`config.mk`:
```
export PLATFORM = sky130hd
export DESIGN_NAME = afrf_ctrl
export DESIGN_NICKNAME = d
export VERILOG_FILES = /design/src/rtl/afrf_pkg.sv /design/src/rtl/afrf_ctrl.sv
export SDC_FILE = /design/constraint.sdc
export NUM_CORES = 1
export LEC_CHECK = 0
export BUFFER_PORTS_ARGS = -buffer_cell sky130_fd_sc_hd__buf_2
export CAP_MARGIN = 40
export CORE_ASPECT_RATIO = 1.1
export CORE_MARGIN = 2
export CORE_UTILIZATION = 45
export CTS_BUF_LIST = sky130_fd_sc_hd__clkbuf_8
export CTS_CLUSTER_SIZE = 25
export DETAILED_ROUTE_END_ITERATION = 12
export PLACE_DENSITY_LB_ADDON = 0.05
export SYNTH_ARGS = -nofsm -noshare
export SYNTH_HDL_FRONTEND = slang
export SYNTH_SLANG_ARGS = --single-unit
```
`constraint.sdc`:
```
create_clock -name clock -period 1.7 [get_ports clock]
set_input_delay 0.34 -clock clock [delete_from_list [all_inputs] [get_ports clock]]
set_output_delay 0.34 -clock clock [all_outputs]
set_load 0.02 [all_outputs]
```
`src/rtl/afrf_pkg.sv`:
```
// shared types and constants for the aligned free range finder
package afrf_pkg;

   localparam int MemoryEntriesDefault    = 8;
   localparam int ReservedEntriesDefault  = 16;
   localparam int ProtectedEntriesDefault = 8;

   localparam int AddrWidth = 64;

   typedef enum logic [2:0] {
      OP_ADD_MEMORY    = 3'd0,
      OP_ADD_RESERVED  = 3'd1,
      OP_ADD_PROTECTED = 3'd2,
      OP_REQUEST       = 3'd3,
      OP_CLEAR         = 3'd4
   } op_type;

   typedef enum logic [1:0] {
      ST_FOUND     = 2'd0,
      ST_INVALID   = 2'd1,
      ST_EXHAUSTED = 2'd2
   } status_type;

   // controller to datapath
   typedef struct packed {
      logic load;       // latch request and start
      logic mem_rd;     // read memory entry at mem index
      logic mem_setup;  // evaluate memory entry, align base
      logic blk_rd;     // read blocker entry at blk index
      logic blk_test;   // compare blocker with candidate
      logic skip;       // move cursor to blocker end aligned
      logic next_mem;   // advance memory index
      logic next_blk;   // advance blocker index
      logic blk_clr;    // restart blocker scan
   } cmd_type;

   // datapath to controller
   typedef struct packed {
      logic req_bad;
      logic mem_done;   // no more memory entries
      logic mem_skip;   // entry invalid or align overflow
      logic cand_fail;  // cursor past end or size does not fit
      logic blk_done;   // no more blocker entries
      logic hit;        // blocker overlaps candidate
      logic skip_ovf;   // blocker end realign overflows
      logic skip_bad;   // blocker ends at or before cursor
   } sts_type;

endpackage

```
`src/rtl/afrf_ctrl.sv`:
```
// controller: sequences the first-fit scan
module afrf_ctrl (
   input  logic                   clock,
   input  logic                   reset,
   input  logic                   start,
   input  afrf_pkg::sts_type      sts,
   output afrf_pkg::cmd_type      cmd,
   output logic                   busy,
   output logic                   done,
   output afrf_pkg::status_type   result
);
   import afrf_pkg::*;

   typedef enum logic [8:0] {
      S_IDLE  = 9'b000000001,
      S_CHECK = 9'b000000010,
      S_MRD   = 9'b000000100,
      S_MSET  = 9'b000001000,
      S_CAND  = 9'b000010000,
      S_BRD   = 9'b000100000,
      S_BTEST = 9'b001000000,
      S_SKIP  = 9'b010000000,
      S_DONE  = 9'b100000000
   } state_type;

   state_type  state_ff, state_in;
   status_type result_ff, result_in;

   always_comb begin
      state_in = state_ff;
      result_in = result_ff;
      cmd = '0;
      unique case (state_ff)
         S_IDLE: if (start) begin
            cmd.load = 1'b1;
            state_in = S_CHECK;
         end
         S_CHECK: priority if (sts.req_bad) begin
            result_in = ST_INVALID;
            state_in = S_DONE;
         end else if (sts.mem_done) begin
            result_in = ST_EXHAUSTED;
            state_in = S_DONE;
         end else begin
            state_in = S_MRD;
         end
         S_MRD: state_in = S_MSET;
         S_MSET: begin
            cmd.next_mem = 1'b1;
            if (sts.mem_skip) state_in = S_CHECK;
            else begin
               cmd.mem_setup = 1'b1;
               state_in = S_CAND;
            end
         end
         S_CAND: begin
            cmd.blk_clr = 1'b1;
            if (sts.cand_fail) state_in = S_CHECK;
            else state_in = S_BRD;
         end
         S_BRD: priority if (sts.blk_done) begin
            result_in = ST_FOUND;
            state_in = S_DONE;
         end else begin
            state_in = S_BTEST;
         end
         S_BTEST: begin
            if (sts.hit) begin
               cmd.blk_test = 1'b1;
               state_in = S_SKIP;
            end else begin
               cmd.next_blk = 1'b1;
               state_in = S_BRD;
            end
         end
         S_SKIP: priority if (sts.skip_bad) begin
            result_in = ST_INVALID;
            state_in = S_DONE;
         end else if (sts.skip_ovf) begin
            state_in = S_CHECK;
         end else begin
            cmd.skip = 1'b1;
            state_in = S_CAND;
         end
         S_DONE: state_in = S_IDLE;
         default: state_in = S_IDLE;
      endcase
      cmd.mem_rd = (state_ff == S_MRD);
      cmd.blk_rd = (state_ff == S_BRD);
   end

   always_ff @(posedge clock) begin
      if (reset) begin
         state_ff <= S_IDLE;
         result_ff <= ST_FOUND;
      end else begin
         state_ff <= state_in;
         result_ff <= result_in;
      end
   end

   assign busy   = state_ff != S_IDLE;
   assign done   = state_ff == S_DONE;
   assign result = result_ff;

endmodule

```
==> results.md, run 1 <==
- Fin crit share: 1.13
- CTS hold repair buffers: 0
- DRC: 0
- Vias in the first global route: roughly 870
- WL final: around 3000 um
- Slowest cell on crit path: or4_4
- Worst slew pin tran: 0.321 ns
- Commonest non-fill, non-tap cell in the layout: buf_4
- Status: complete, but fails checks
- Main area contributors after synthesis: dfxtp_1, nor2_1, nor3_1, buf_4, nor3b_1
- Initial antenna violation count: 0
- Global-route wire length before repair: 4130 um
- Failing checks: negative setup slack
- Detail Route Antenna Nets: 0
- Area growth, synth to finish: 90.6%
- Worst path required time: 1.89 ns
- Worst-path clk slew: 0.06 ns
- Vias per cell: 6.05
- Pre-CTS WS: -0.0991 ns
- CTS tree: built
- All-Layer GR Usage: 0.303
- Crit start category: flop
- Fin crit period: 1.92 ns
- Synth Warn #: 0
- IO Pins: 24
- Slew HR: 0.784
- Top delay family on crit path: simple AND/OR/NAND/NOR gates
- DP HPWL: 1590 um
- Yosys cell types: 31
- Sink Count: 11
- CP bufs+invs: 0
- Fin worst setup slack: -0.220 ns
- Slew Viols, Final: 0
- Clock tree buffer depth: 2
- Worst path cell trace: or4_4 > a211oi_4 > o211ai_2 > or3_1 > a21oi_2
- Layout cells sized above 1: 0.644
- WL/cell: ~18 um
- Post-synth top area share: 0.306
- Die area: just under 2000 um^2
- Util after Layout: 0.893
- Largest net degree at the start of global routing: 10
- H-tree depth: 1
- Max Cap Viol: 0
- Power Density: between 900 and 1000 nW/um^2
- Core Footprint: 1540 um^2
- Worst-Skew Late Latency: ~0.25 ns
- CP endpoint kind: flop
- Final hold vios: 0
- Max Clk Rate: ~520 MHz
- Cell taking the most area after synthesis: dfxtp_1
- RSZ-0062 raised after global routing: yes
- CTS buffer count: 3
- Grt total ovfl: 0
- Post-Syn Nets: between 100 and 150
- Hold Path Class: in2reg
- First drt pass iteration count: 4
- CTS Root Cell: clkbuf_8
- WP data arrival: ~2.1 ns
- Synthesis-stage register bit count: 11
- Global placer's final weighted congestion: about 0.86
- Antenna Diode Count: 0
- Commonest cells after routing, fill and taps aside: buf_4, buf_2, buf_6
- Seq/Total Area, Yosys: 0.306
- Leak: 0.608 nW
- Critical Path Fanout Max: 4
- Peak supply drop: 706 uV
- Via count: between 1,000 and 1,500
- Initial Util: 0.468
- Post-Synthesis Cells: 90
- Die width: between 40 and 50 um
- Die Height: 46.0 um
- Mean area per synthesized cell: 8.01 um^2
- Row count: 15
- I/O Buffers: 23
- Clock skew: 0.00660 ns
- Count of final setup violators: 17
- Worst path max stage delay: 0.55 ns
- Final-stage net count: 161
- Mapped Area: 721 um^2
- Critical setup path kind: reg2reg
- 1st-iter DRT viols: 41
through the flow:
| stage | setup TNS (ns) | hold slack (ns) | power (mW) | cells | instance area [um^2] |
|---|---|---|---|---|---|
| global placement | -0.142 | 0.438 | 0.829 | 147 | 1030 |
| floorplan | -0.211 | 0.419 | 0.614 | 90 | 771 |
| finish | -2.46 | 0.260 | 1.31 | 166 | 1370 |
| detailed placement | -0.233 | 0.443 | 0.837 | 147 | 1030 |
| global route | -3.28 | 0.277 | 1.35 | 166 | 1370 |
| CTS | -1.09 | 0.264 | 1.18 | 162 | 1290 |
worst reg2reg max path: cells and delay by family (launching register included):
kind             cells  cell delay, ns
AND/OR/NAND/NOR      2            0.93
flip-flops           1            0.37
AO/OA/AOI/OAI        3            0.57
path summary, 6_finish.rpt:
kind	from	to	slack, ns	cells after the start
worst min register to register	result[0]	result[0]	0.46	2
worst min-delay path	sts[3]	state_ff[6]	0.26	2
worst max register to register	state_ff[8]	result[0]	-0.22	5
worst max-delay path	state_ff[8]	result[0]	-0.22	5
where the power goes:
group	switching, mW	internal (mW)	total [mW]	leakage, nW
Combinational	0.361	0.342	0.703	0.488
Sequential	0.0437	0.285	0.328	0.0931
Clock	0.114	0.160	0.274	0.0269
Total	0.519	0.786	1.31	0.608
synth_stat cells, drive strengths merged:
cell / instances
a21oi: 4
xor2: 2
nor4: 6
nor4b: 1
o211ai: 2
nand2b: 2
nand4: 3
dfxtp: 11
o2111ai: 1
nor3: 6
nand3: 3
or4: 1
o22ai: 1
nor3b: 4
a211o: 1
o21ai: 1
buf: 5
a211oi: 1
nand4b: 1
nand2: 4
nor2: 17
inv: 4
or2b: 2
or3: 3
a31oi: 1
and4: 3
repair_timing:
action,CTS,global route
gates resized for setup,41,13
endpoints found under the setup margin,15,18
pin swaps,16,7
setup buffers,11,4
final cells by class:
type	count	area [um^2]
Multi-Input combinational cell	70	591
Timing Repair Buffer	60	463
Sequential cell	11	239
Fill cell	65	165
Clock buffer	3	41.3
Tap cell	17	21.3
Inverter	4	15.0
Clock inverter	1	3.75
per-layer routing:
metal / GRT usage / part of all wire
met3: 0.0754 / 0.093
met1: 0.339 / 0.36
met2: 0.509 / 0.49
met5: 0 / 0
met4: 0.225 / 0.057
flip-flops by register name (all words and copies together), names as in the netlist:
register	flops
state_ff	9
result	2
cells by family after synthesis:
family	count (synthesis)	synth area share
flip-flops	11	0.306
buffers and inverters	9	0.0781
AND/OR/NAND/NOR	56	0.455
AO/OA/AOI/OAI	12	0.137
XOR/XNOR	2	0.0243
Power figures use the tool's default switching activity.
==> run 2: changes to the inputs <==
==> constraint.sdc (replaced) <==
create_clock -name clock -period 2.15 [get_ports clock]
set_input_delay 0.43 -clock clock [delete_from_list [all_inputs] [get_ports clock]]
set_output_delay 0.43 -clock clock [all_outputs]
set_load 0.02 [all_outputs]
==> run 2 against run 1 <==
  * The run now ends clean
  * Die area unchanged
  * Final area down 34%
  * Flip-flop and latch count unchanged
  * First-iteration DRC count fell by 54%
  * Clock power fell by 23%
  * Count of clock-buffer cells in the layout is the same
  * Cell count fell by 22%
  * Largest power group unchanged
==> results.md, run 2 (synthesized netlist as in run 1, its figures left out) <==
- Status: finished clean (was complete, but fails checks)
- Row count: 15 (unchanged)
- CTS tree: built (unchanged)
- Detail Route Antenna Nets: 0 (unchanged)
- Commonest non-fill, non-tap cell in the layout: buf_2 (was buf_4)
- DP HPWL: 1280 um (was 1590 um)
- CP bufs+invs: 1 (was 0)
- Post-CTS setup buffers: 0 (was 11)
- Worst Setup SP: state_ff[0] (was state_ff[8])
- R2R Setup Slk: 0.13 ns (was -0.22 ns)
- CP endpoint kind: output pin (was flop)
- Crit start category: flop (unchanged)
- Initial Util: 0.468 (unchanged)
- Util after Layout: 0.586 (was 0.893)
- 1st-iter DRT viols: 19 (was 41)
- I/O Buffers: 23 (unchanged)
- Largest net degree at the start of global routing: 11 (was 10)
- Max reg flops: 9 (unchanged)
- CTS Root Cell: clkbuf_8 (unchanged)
- Final instance area: 902 um^2 (was 1370 um^2)
- Via count: 754 (was 1,005)
- Area growth, synth to finish: 25.2% (was 90.6%)
- # fillers: 147 (was 65)
- Clock power frac: 0.275 (was 0.210)
- Initial antenna violation count: 0 (unchanged)
- CTS hold repair buffers: 0 (unchanged)
- Clock tree buffer depth: 2 (unchanged)
- Count of final setup violators: 0 (was 17)
- Power Density: 854 nW/um^2 (was 950 nW/um^2)
- DRC: 0 (unchanged)
- Grt total ovfl: 0 (unchanged)
- Net Switching: 301 uW (was 519 uW)
- IO Pins: 24 (unchanged)
- Clock skew: 0.00430 ns (was 0.00660 ns)
- Max Cap Viol: 0 (unchanged)
- Max Clk Rate: between 400 and 500 MHz
- Worst path required time: 1.72 ns (was 1.89 ns)
- Fin crit share: 0.985
- CP Capture Point: cmd[3] (was result[0])
- Reg2reg path depth: 5 (unchanged)
- Peak supply drop: 367 uV (was 706 uV)
- CTS buffer count: 3 (unchanged)
- RSZ-0062 raised after global routing: yes (unchanged)
- Slew HR: 0.739 (was 0.784)
- Global placer's final weighted congestion: 0.812 (was 0.857)
- Worst Hold Slack: 0.364 ns (was 0.260 ns)
- H-tree depth: 1 (unchanged)
- Leak: 0.383 nW (was 0.608 nW)
- Worst-Skew Late Latency: 0.25 ns (about the same)
- Top delay family on crit path: simple AND/OR/NAND/NOR gates (unchanged)
- Int Pwr: 469 uW (was 786 uW)
- Fin worst setup slack: 0.0313 ns (was -0.220 ns)
- Final-stage net count: 125 (was 161)
- Global-route wire length before repair: 2740 um (was 4130 um)
- WL/cell: 13.9 um (was 17.9 um)
- First drt pass iteration count: 4 (unchanged)
- Final hold vios: 0 (unchanged)
- Worst r2r dst: result[0] (unchanged)
- R2r startpoint: state_ff[0] (was state_ff[8])
- Hold Path Class: in2reg (unchanged)
- Layout cells sized above 1: 0.345 (was 0.644)
- Critical setup path kind: reg2out (was reg2reg)
- Flop pwr share: 0.354 (was 0.251)
- Critical path depth in cells: 4 (was 5)
- Worst path cell trace: nor4_4 > nand2_1 > nor4_2 > buf_2 (was or4_4 > a211oi_4 > o211ai_2 > or3_1 > a21oi_2)
- Critical Path Fanout Max: 8 (was 4)
- Pre-CTS WS: 0.165 ns (was -0.0991 ns)
- Core Footprint: 1540 um^2 (unchanged)
- All-Layer GR Usage: 0.196 (was 0.303)
- Slew Viols, Final: 0 (unchanged)
- Vias per cell: 5.80 (was 6.05)
- WP data arrival: 1.69 ns (was 2.11 ns)
- Fin crit period: 2.12 ns
- Worst slew pin tran: 0.390 ns (was 0.321 ns)
- Sink Count: 11 (unchanged)
- Combinational power share: 0.371 (was 0.539)
- DP Area: 830 um^2 (was 1030 um^2)
- Commonest cells after routing, fill and taps aside: buf_2, nor2_1, dfxtp_1 (was buf_4, buf_2, buf_6)
- Sw frac: 0.391 (was 0.398)
- Total power: 770 uW (was 1.31 mW)
- Slowest cell on crit path: dfxtp_1 (was or4_4)
- Die width: 42.2 um (unchanged)
- Worst-path clk slew: 0.05 ns (was 0.06 ns)
- Vias in the first global route: 625 (was 872)
- Die area: 1940 um^2 (unchanged)
- Worst path max stage delay: 0.40 ns (was 0.55 ns)
- Die Height: 46.0 um (unchanged)
- WL final: 1800 um (was 2970 um)
- Antenna Diode Count: 0 (unchanged)
- Reg with most FFs: state_ff (unchanged)
-- run 2: changes by cell type in the layout (fill, tap and decap cells not counted), sizes merged --
| cell | change |
|---|---|
| buf | -36 |
-- run 2: cell type report --
cell class	instances	area, um^2	share of cell area
Sequential cell	11	220	0.244
Timing Repair Buffer	24	123	0.136
Clock buffer	3	41.3	0.0458
Inverter	4	15.0	0.0166
Tap cell	17	21.3	0.0236
Multi-Input combinational cell	70	478	0.530
Clock inverter	1	3.75	0.00416
-- run 2: worst reg2reg max path, cell delays in order, from the launching register on --
cell	delay [ns]
dfxtp_1	0.40
or4_4	0.60
a211oi_4	0.28
o211ai_2	0.16
or3_1	0.40
a21oi_2	0.13
-- run 2: stage by stage --
stage	instances	setup TNS, ns
2_1_floorplan	90	0
3_3_place_gp	126	0
3_5_place_dp	126	0
4_1_cts	130	0
5_1_grt	130	-0.0483
6_report	130	0
-- run 2: power by group through the flow --
stage / combinational, mW / clock, mW / sequential, mW
after floorplan: 0.194 / 0 / 0.261
after global placement: 0.273 / 0 / 0.265
after detailed placement: 0.274 / 0 / 0.267
after CTS: 0.282 / 0.216 / 0.270
after global routing: 0.319 / 0.225 / 0.274
final: 0.286 / 0.212 / 0.272
-- run 2: metal layers --
| metal | track usage | share of wire | vias to the layer above | wire length [um] |
|---|---|---|---|---|
| met4 | 0.131 | 0.023 | 0 | 41 |
| met1 | 0.227 | 0.43 | 340 | 767 |
| met2 | 0.331 | 0.48 | 33 | 865 |
| met3 | 0.0397 | 0.071 | 5 | 128 |
| met5 | 0 | 0 | - | 0 |
| li1 | - | - | 376 | - |
-- run 2: repair_timing --
action,4_1_cts,5_1_grt
endpoints found under the setup margin,1,3
resized for setup,1,3
hold endpoints to repair,0,0
-- run 2: how the worst min path moves through the flow --
stage	startpoint	to	slack, ns	cells after the start
2_1_floorplan	sts[3]	state_ff[6]	0.51	1
3_3_place_gp	result[1]	result[1]	0.43	2
3_5_place_dp	result[0]	result[0]	0.45	2
4_1_cts	sts[3]	state_ff[6]	0.36	2
5_1_grt	sts[3]	state_ff[6]	0.37	2
6_report	sts[3]	state_ff[6]	0.36	2
==> run 3: changes to the inputs <==
--- a/config.mk
+++ b/config.mk
@@ -5,6 +5,7 @@
 export SDC_FILE = /design/constraint.sdc
 export NUM_CORES = 1
 export LEC_CHECK = 0
+export ABC_AREA = 1
 export BUFFER_PORTS_ARGS = -buffer_cell sky130_fd_sc_hd__buf_2
 export CAP_MARGIN = 40
 export CORE_ASPECT_RATIO = 1.1
==> run 3 against run 2 <==
  * Combinational power increased by 4%
  * Largest power group unchanged
  * Clock skew decreased by 0.00084 ns
  * Critical endpoint unchanged
  * Critical path type unchanged
  * Cell count increased by 20%
  * Power decreased by 3.1%
  * Sequential share of layout area decreased by 0.85 points
  * Register-to-register slack improved by 0.74 ns
  * Maximum frequency increased by 18%
  * Worst setup slack improved by 0.32 ns
==> results.md, run 3 <==
- Die Height: 46.9 um (was 46.0 um)
- CP Capture Point: cmd[3] (unchanged)
- Critical setup path kind: reg2out (unchanged)
- Fin crit period: 1.80 ns (was 2.12 ns)
- Sink Count: 11 (unchanged)
- Largest net degree at the start of global routing: 7 (was 11)
- Async SR Flop Fraction: 0 (unchanged)
- Yosys cell types: 20 (was 31)
- Post-Synthesis Cells: 112 (was 90)
- Worst r2r dst: result[1] (was result[0])
- CTS Root Cell: clkbuf_8 (unchanged)
- Synth Warn #: 0 (unchanged)
- Peak supply drop: 461 uV (was 367 uV)
- Worst-Skew Late Latency: 0.24 ns (was 0.25 ns)
- Max Cap Viol: 0 (unchanged)
- Via count: 712 (was 754)
- Post-synth top cells: inv_1, nor2_1, nand2_1 (was nor2_1, dfxtp_1, nor3_1)
- Post-Syn Nets: 123 (was 101)
- WL/cell: 9.88 um (was 13.9 um)
- Post-CTS setup buffers: 0 (unchanged)
- Count of final setup violators: 0 (unchanged)
- Clock tree buffer depth: 2 (unchanged)
- H-tree depth: 1 (unchanged)
- Multi-input combinational cell area: 439 um^2 (was 478 um^2)
- Initial Util: 0.478 (was 0.468)
- Worst-path clk slew: 0.05 ns (about the same)
- CP endpoint kind: output pin (unchanged)
- Worst path required time: 1.72 ns (about the same)
- Global-route wire length before repair: 2620 um (was 2740 um)
- Mapped Area: 753 um^2 (was 721 um^2)
- CTS tree: built (unchanged)
- WP data arrival: 1.37 ns (was 1.69 ns)
- Max reg flops: 9 (unchanged)
- Initial antenna violation count: 0 (unchanged)
- Power Density: 799 nW/um^2 (was 854 nW/um^2)
- Global placer's final weighted congestion: 0.795 (was 0.812)
- Critical Path Fanout Max: 3 (was 8)
- Crit start category: flop (unchanged)
- Post-synth EDFFs: 0 (unchanged)
- DP HPWL: 1330 um (was 1280 um)
- Antenna Diode Count: 0 (unchanged)
- Die width: 43.0 um (was 42.2 um)
- # fillers: 161 (was 147)
- All-Layer GR Usage: 0.178 (was 0.196)
- Synthesis-stage register bit count: 11 (unchanged)
- Commonest cells after routing, fill and taps aside: inv_1, buf_2, nor2_1 (was buf_2, nor2_1, dfxtp_1)
- Layout cells sized above 1: 0.403 (was 0.345)
- Cell taking the most area after synthesis: dfxtp_1 (unchanged)
- Pre-CTS WS: 0.619 ns (was 0.165 ns)
- Vias in the first global route: 631 (was 625)
- Hold Path Class: in2reg (unchanged)
- CTS hold repair buffers: 0 (unchanged)
- R2R Setup Slk: 0.87 ns (was 0.13 ns)
- Die area: 2020 um^2 (was 1940 um^2)
- Post-synth top area share: 0.292 (was 0.306)
- Final-stage net count: 151 (was 125)
- First drt pass iteration count: 4 (unchanged)
- Status: finished clean (unchanged)
- Core Footprint: 1580 um^2 (was 1540 um^2)
- # resized after CTS: 0 (was 1)
- Grt total ovfl: 0 (unchanged)
- Reg with most FFs: state_ff (unchanged)
- Worst slew pin tran: 0.260 ns (was 0.390 ns)
- Register area: 220 um^2 (unchanged)
- Fin worst setup slack: 0.354 ns (was 0.0313 ns)
- Slew HR: 0.826 (was 0.739)
- I/O Buffers: 23 (unchanged)
- Main area contributors after synthesis: dfxtp_1, inv_1, nor2_1, nor2_2, nor2_4 (was dfxtp_1, nor2_1, nor3_1, buf_4, nor3b_1)
- Detail Route Antenna Nets: 0 (unchanged)
- Fin crit share: 0.835 (was 0.985)
- Slew Viols, Final: 0 (unchanged)
- Row count: 15 (unchanged)
- CTS buffer count: 3 (unchanged)
- Max Clk Rate: 557 MHz (was 472 MHz)
- Mean area per synthesized cell: 6.73 um^2 (was 8.01 um^2)
- R2r startpoint: state_ff[4] (was state_ff[0])
- Main synth FF type: dfxtp_1 (unchanged)
- 1st-iter DRT viols: 9 (was 19)
- Worst Setup SP: state_ff[4] (was state_ff[0])
- Vias per cell: 4.56 (was 5.80)
- RSZ-0062 raised after global routing: no (was yes)
- IO Pins: 24 (unchanged)
- Count leader, synth: inv_1 (was nor2_1)
- Reg2reg path depth: 8 (was 5)
- DRC: 0 (unchanged)
- Seq/Total Area, Yosys: 0.292 (was 0.306)
- WL final: 1540 um (was 1800 um)
- Setup TNS: 0 ns (unchanged)
- Leak: 0.512 nW (was 0.383 nW)
- Clock skew: 0.00346 ns (was 0.00430 ns)
- Final hold vios: 0 (unchanged)
- Area growth, synth to finish: 24.1% (was 25.2%)
run 3: cell types whose count changed after synthesis, sizes merged, moves of 5 or more:
cell and change:
nand3 +7, inv +20, nor2 +14, nand2 +20
buf -5, nor4 -5
run 3: worst min path at each step:
stage | startpoint | end | slack (ns) | cells after the start
after detailed placement | result[0] | result[0] | 0.48 | 2
after CTS | sts[3] | state_ff[6] | 0.36 | 2
after floorplan | reset | state_ff[6] | 0.51 | 1
final | sts[3] | state_ff[6] | 0.37 | 2
after global placement | result[0] | result[0] | 0.47 | 2
after global routing | sts[3] | state_ff[6] | 0.37 | 2
run 3: stage by stage:
step                instances  hold slack [ns]   util  cell area [um^2]  power (mW)
global route              156            0.371  0.593               935       0.796
finish                    156            0.366  0.593               935       0.747
global placement          152            0.465  0.564               890       0.545
floorplan                 112            0.507      -               753       0.483
detailed placement        152            0.476  0.564               890       0.548
CTS                       156            0.363  0.593               935       0.753
run 3: cell families after synthesis:
family	after synthesis	synth area share
buf+inv	25	0.125
compound gates	6	0.0432
flops	11	0.292
simple gates	70	0.540
run 3: where the power goes:
part           internal [mW]  switching, mW  total [mW]  leakage [nW]
Clock                  0.125         0.0787       0.204        0.0269
Sequential             0.225         0.0211       0.246        0.0891
Combinational          0.108          0.189       0.297         0.396
Total                  0.458          0.288       0.747         0.512
run 3: layout make-up:
| type | instances | share of cell area |
|---|---|---|
| clock buffer | 3 | 0.0442 |
| inverter | 25 | 0.100 |
| timing repair buffer | 23 | 0.123 |
| multi-input combinational | 76 | 0.470 |
| clock inverter | 1 | 0.00402 |
| sequential | 11 | 0.236 |
| tap | 17 | 0.0228 |
run 3: worst max-delay path, stage by stage (launching register included):
cell and delay, ns:
dfxtp_1 0.32, nor2_2 0.17, nand2_1 0.11, nor2_2 0.16
nand2_1 0.11, nor2_1 0.09, buf_2 0.16
run 3: layer usage:
| metal | part of all wire | vias to the layer above | wire [um] | GRT usage |
|---|---|---|---|---|
| li1 | - | 388 | - | - |
| met1 | 0.49 | 301 | 752 | 0.226 |
| met2 | 0.44 | 18 | 681 | 0.294 |
| met3 | 0.043 | 5 | 66 | 0.0346 |
| met4 | 0.026 | 0 | 40 | 0.0909 |
| met5 | 0 | - | 0 | 0 |
